==> src/rtl/sorted_priority_queue_macros.svh <==
// ----------------------------------------------------------------------------
// Sorted Priority Queue Assertion Macros
// Shared concurrent assertion forms for the queue RTL.
// ----------------------------------------------------------------------------
`ifndef SORTED_PRIORITY_QUEUE_MACROS_SVH
`define SORTED_PRIORITY_QUEUE_MACROS_SVH

// same-cycle implication
`define SPQ_ASSERT_IMPL(label, clk, rst_n, ante, cons) \
    label: assert property (@(posedge clk) disable iff (!rst_n) (ante) |-> (cons)) \
        else $error("sorted_priority_queue: assertion failed");

// next-cycle implication
`define SPQ_ASSERT_NEXT(label, clk, rst_n, ante, cons) \
    label: assert property (@(posedge clk) disable iff (!rst_n) (ante) |=> (cons)) \
        else $error("sorted_priority_queue: assertion failed");

`endif

==> src/rtl/spq_pkg.sv <==
// ----------------------------------------------------------------------------
// Sorted Priority Queue Package
// Constants, request codes, controller states and command/status types.
// ----------------------------------------------------------------------------
`timescale 1ns / 1ps
`default_nettype none

package spq_pkg;

    localparam int DEPTH  = 64;
    localparam int ADDR_W = $clog2(DEPTH);
    localparam int CNT_W  = $clog2(DEPTH + 1);
    localparam int VAL_W  = 32;
    localparam int PRI_W  = 32;

    localparam logic signed [PRI_W-1:0] EMPTY_PRI = -32'sd65536;

    typedef enum logic [1:0] {
        REQ_ENQ   = 2'd0,
        REQ_DEQ   = 2'd1,
        REQ_PEEK  = 2'd2,
        REQ_CLEAR = 2'd3
    } t_req;

    typedef enum logic [2:0] {
        S_IDLE,
        S_ENQ_START,
        S_ENQ_CMP,
        S_HEAD,
        S_CLEAR,
        S_DONE
    } t_state;

    typedef struct packed {
        logic accept;
        logic set_ovf;
        logic rd_tail;
        logic shift;
        logic insert;
        logic pop;
        logic cap_head;
        logic clr;
        logic load_out;
    } t_spq_cmd;

    typedef struct packed {
        t_req req;
        logic full;
        logic empty;
        logic idx_zero;
        logic idx_one;
        logic less;
        logic out_free;
    } t_spq_sts;

endpackage

`default_nettype wire

==> src/rtl/spq_ctrl.sv <==
// ----------------------------------------------------------------------------
// Sorted Priority Queue Controller
// Sequences enqueue search/shift, head access, clear and result hand-off.
// ----------------------------------------------------------------------------
`timescale 1ns / 1ps
`default_nettype none

module spq_ctrl import spq_pkg::*; (
    input  wire logic     i_clk,
    input  wire logic     i_rst_n,
    input  wire logic     i_valid,
    input  wire t_req     i_req,
    input  wire t_spq_sts i_sts,
    output t_spq_cmd      o_cmd,
    output logic          o_idle
);

    t_state r_state;
    t_state n_state;

    always_ff @(posedge i_clk) begin
        if (!i_rst_n) begin
            r_state <= S_IDLE;
        end else begin
            r_state <= n_state;
        end
    end

    always_comb begin
        n_state = r_state;
        o_cmd   = '0;
        o_idle  = 1'b0;
        unique case (r_state)
            S_IDLE: begin
                o_idle = 1'b1;
                if (i_valid) begin
                    o_cmd.accept = 1'b1;
                    unique case (i_req)
                        REQ_ENQ:   n_state = S_ENQ_START;
                        REQ_DEQ:   n_state = S_HEAD;
                        REQ_PEEK:  n_state = S_HEAD;
                        REQ_CLEAR: n_state = S_CLEAR;
                        default:   n_state = S_IDLE;
                    endcase
                end
            end
            S_ENQ_START: begin
                priority if (i_sts.full) begin
                    o_cmd.set_ovf = 1'b1;
                    n_state       = S_DONE;
                end else if (i_sts.idx_zero) begin
                    o_cmd.insert = 1'b1;
                    n_state      = S_DONE;
                end else begin
                    o_cmd.rd_tail = 1'b1;
                    n_state       = S_ENQ_CMP;
                end
            end
            S_ENQ_CMP: begin
                if (i_sts.less) begin
                    o_cmd.insert = 1'b1;
                    n_state      = S_DONE;
                end else begin
                    o_cmd.shift = 1'b1;
                    if (i_sts.idx_one) begin
                        n_state = S_ENQ_START;
                    end
                end
            end
            S_HEAD: begin
                o_cmd.cap_head = 1'b1;
                if (i_sts.req == REQ_DEQ && !i_sts.empty) begin
                    o_cmd.pop = 1'b1;
                end
                n_state = S_DONE;
            end
            S_CLEAR: begin
                o_cmd.clr = 1'b1;
                n_state   = S_DONE;
            end
            S_DONE: begin
                if (i_sts.out_free) begin
                    o_cmd.load_out = 1'b1;
                    n_state        = S_IDLE;
                end
            end
            default: begin
                n_state = S_IDLE;
            end
        endcase
    end

endmodule

`default_nettype wire

==> config.mk <==
export PLATFORM = sky130hd
export DESIGN_NAME = spq_ctrl
export DESIGN_NICKNAME = d
export VERILOG_FILES = /design/src/rtl/sorted_priority_queue_macros.svh /design/src/rtl/spq_pkg.sv /design/src/rtl/spq_ctrl.sv
export SDC_FILE = /design/constraint.sdc
export NUM_CORES = 1
export LEC_CHECK = 0
export CAP_MARGIN = 20
export CORE_AREA = 10 10 47 49
export DETAILED_ROUTE_END_ITERATION = 12
export DIE_AREA = 0 0 57 59
export DONT_BUFFER_PORTS = 1
export HOLD_SLACK_MARGIN = 0.03
export SETUP_SLACK_MARGIN = 0.4
export SYNTH_ARGS = -nofsm -noshare
export SYNTH_HDL_FRONTEND = slang
export SYNTH_SLANG_ARGS = --single-unit
==> constraint.sdc <==
create_clock -name i_clk -period 1.4 [get_ports i_clk]
set_clock_uncertainty 0.05 [all_clocks]
set_input_delay 0.28 -clock i_clk [delete_from_list [all_inputs] [get_ports i_clk]]
set_output_delay 0.28 -clock i_clk [all_outputs]
set_load 0.1 [all_outputs]
==> reports/results.ini <==
[synthesis]
synth_top_cell_by_area = sky130_fd_sc_hd__dfxtp_1
synth.top_cell.area_share_pct = 18.7
synthesis.yosys.warnings = 0
synth-seq-area-share_pct = 18.7
ys_top_cells_by_area = sky130_fd_sc_hd__dfxtp_1 19%, sky130_fd_sc_hd__and3_1 7.8%, sky130_fd_sc_hd__ha_1 7.8%
synth_seq_cells = 3
syn_area_per_cell_sq_um = 7.84
synth_cell_types = 25
number_of_standard_cells_after_synthesis = 41
syn_area_sq_um = 322
postSynthNetCount = 56

[grt]
initial_antenna_violation_count = 0
pin_count_of_the_biggest_net_entering_global_routing = 10
grt.overflow.total = 0
first_global_vias = 439
grt_pass1_wl_mm = 1.96
grtUsageTotal_pct = 7.16

[timing]
report.final.hold_viol_count = 0
final-max-slew-violation-count = 0
number_of_failing_setup_endpoints_in_the_final_timing_report = 12
finalWorstPathRequiredPeriod_ns = 1.68
max_clock_freq_mhz = 594
max_slew_margin_pct = 75.0
grt_setup_unrepaired = true
max_slew.worst_pin.slew_ns = 0.374
layout_worst_path_cycle_share_pct = 120
slack_of_the_critical_path_ns = -0.284

[routing]
routed_vias = 424
postRouteAntennaNets = 0
drt_pre_antenna_iters = 4
detail_route.vias_per_cell = 5.11
route.final.wire_length_mm = 1.40
drt_iter0_drc = 6
drc = 0
wl_per_cell_microns = 16.8

[final_layout]
final_nets = 83
nFillCells = 132
largest_register = r_state
largest_regs = r_state x3
finalInstanceArea_sq_um = 795
multi_input_area_sq_um = 340
layout.area.seq_sq_um = 68.8
share_of_final_layout_standard_cells_stronger_than_drive_strength_1_pct = 76.1
largest_register_ff_count = 3
insertedDiodeCount = 0
area_delta_synth_final_pct = 147

[clock_network]
cts_buffer_count = 3
path_clk_slew_ns = 0.04
cts-root-to-sink-buffers = 2
cts_sinks = 3
ctsHtreeMaxLevel = 1
worst_skew_pair.late_latency_ns = 0.23
clockRootBuffer = sky130_fd_sc_hd__clkbuf_4
cts_tree = done

[critical_path]
ff2ff_setup_slack_ns = -0.03
critical_path_peak_fanout = 5
required_ns = 1.07
critical_path.startpoint = r_state[1]
startpoint_class_of_the_critical_path = flip-flop
worstRegToRegCells = 4
rr_startpoint = r_state[0]
worst_setup_path_end_kind = output port
cp_data_arrival_time_ns = 1.35
critical_path_class = reg2out

[pwr]
switching_share_pct = 49.4
power_frac_clock_pct = 10.8
cellInternalPower_mw = 0.708
p_switching_mw = 0.691
power_per_cell_area_nw_per_um2 = 1760
vdd_drop_max_mv = 1.36
sequentialPowerShare_pct = 11.2
finalPower_mw = 1.40
combPwrFrac_pct = 78.0
p_leak_nw = 0.329

[floorplanning]
core_region_area_sq_um = 1400
dieWidth_microns = 57
std_cell_rows = 14
floorplan.die.height_microns = 59
io_pins = 23
fp.dieArea_sq_um = 3360
initial_utilization_pct = 22.9

[placed_design]
io_buffer_count = 0
place_hpwl_microns = 882
gp_congestion = 0.853
post-place-ws_ns = -0.0624
instance_area_at_placement_sq_um = 614

[hold_path]
hold_path_depth = 2
hp-class = in2reg
min_from = i_sts[2]

[run]
timing.max_cap.violations = 0

[outcome]
failed_checks = setup timing
outcome = finished with violations

Yosys cell counts, drive strengths merged:
master   number
buf           2
dfxtp         3
nor3          1
and2b         1
or3           1
nor2          5
nor2b         3
a2111oi       2
and2          2
a311oi        1
nand3b        1
a31oi         2
ha            2
a221oi        1
nor4bb        1
a21o          1
and3          4
or2           1
nand2         1
inv           3
nor3b         1
o32a          1
clkbuf        1
worst paths after layout:
check,to
setup / recovery,o_cmd[4]
hold / removal,r_state[1]
setup reg to reg,r_state[1]
hold reg to reg,r_state[1]
power by group through the flow:
stage	clock, mW	sequential [mW]	combinational (mW)
2_1_floorplan	0	0.119	0.662
3_5_place_dp	0	0.157	0.850
6_report	0.152	0.156	1.09
5_1_grt	0.168	0.159	1.14
4_1_cts	0.157	0.156	0.968
3_3_place_gp	0	0.153	0.848
layout by cell type (no fill, tap or decap), types with 2 or more instances in the layout:
master                     synthesis  routed
sky130_fd_sc_hd__nor2_1            5       3
sky130_fd_sc_hd__buf_12            0      10
sky130_fd_sc_hd__ha_1              2       2
sky130_fd_sc_hd__and3_4            0       4
sky130_fd_sc_hd__and2_4            0       2
sky130_fd_sc_hd__buf_6             1       4
sky130_fd_sc_hd__dfxtp_4           0       2
sky130_fd_sc_hd__clkbuf_4          0       3
sky130_fd_sc_hd__a31oi_1           2       2
sky130_fd_sc_hd__buf_4             0      11
sky130_fd_sc_hd__inv_1             3       3
stage by stage:
step | TNS (ns) | hold WS [ns] | util (%) | cells
floorplan | -2.62 | 0.399 | - | 41
global placement | -0.0843 | 0.416 | 43.8 | 71
detailed placement | -0.160 | 0.415 | 43.8 | 71
CTS | -2.22 | 0.183 | 52.2 | 80
global route | -2.82 | 0.213 | 56.7 | 83
finish | -2.18 | 0.216 | 56.7 | 83
cell type report:
cell class                 count  share of cell area [%]
multi-input combinational     32                    42.8
clock buffer                   4                    3.31
sequential                     3                    8.66
tap                           16                    2.52
inverter                       3                    1.42
timing repair buffer          25                    41.3
metal layers:
metal	share of wire [%]	vias up	track usage, %
met5	0	-	0
met4	0	0	1.01
met3	17	0	6.22
met2	49	24	11.9
met1	34	199	6.74
li1	-	201	-
worst max-delay path, cell delays in order, from the launching register on:
cell                       delay, ns
sky130_fd_sc_hd__dfxtp_2        0.31
sky130_fd_sc_hd__buf_6          0.12
sky130_fd_sc_hd__nor4bb_2       0.28
sky130_fd_sc_hd__a31oi_1        0.08
sky130_fd_sc_hd__nor2_2         0.13
sky130_fd_sc_hd__buf_12         0.19
kinds of logic (layout without fill, tap and decap cells):
logic type / Yosys count / count (layout) / share of synthesized area (%)
AOI/OAI and AO/OA: 8 / 8 / 22.2
DFF: 3 / 3 / 18.7
buffers and inverters: 6 / 32 / 9.72
adders and majority gates: 2 / 2 / 7.78
and+or+nand+nor: 22 / 22 / 41.6
timing repair:
item                       CTS  global route
hold buffers                 0             0
buffers inserted             5             3
setup endpoints to repair   13            13
gates resized for setup     13            12
pin swaps                    9             8
Power figures use the tool's default switching activity.
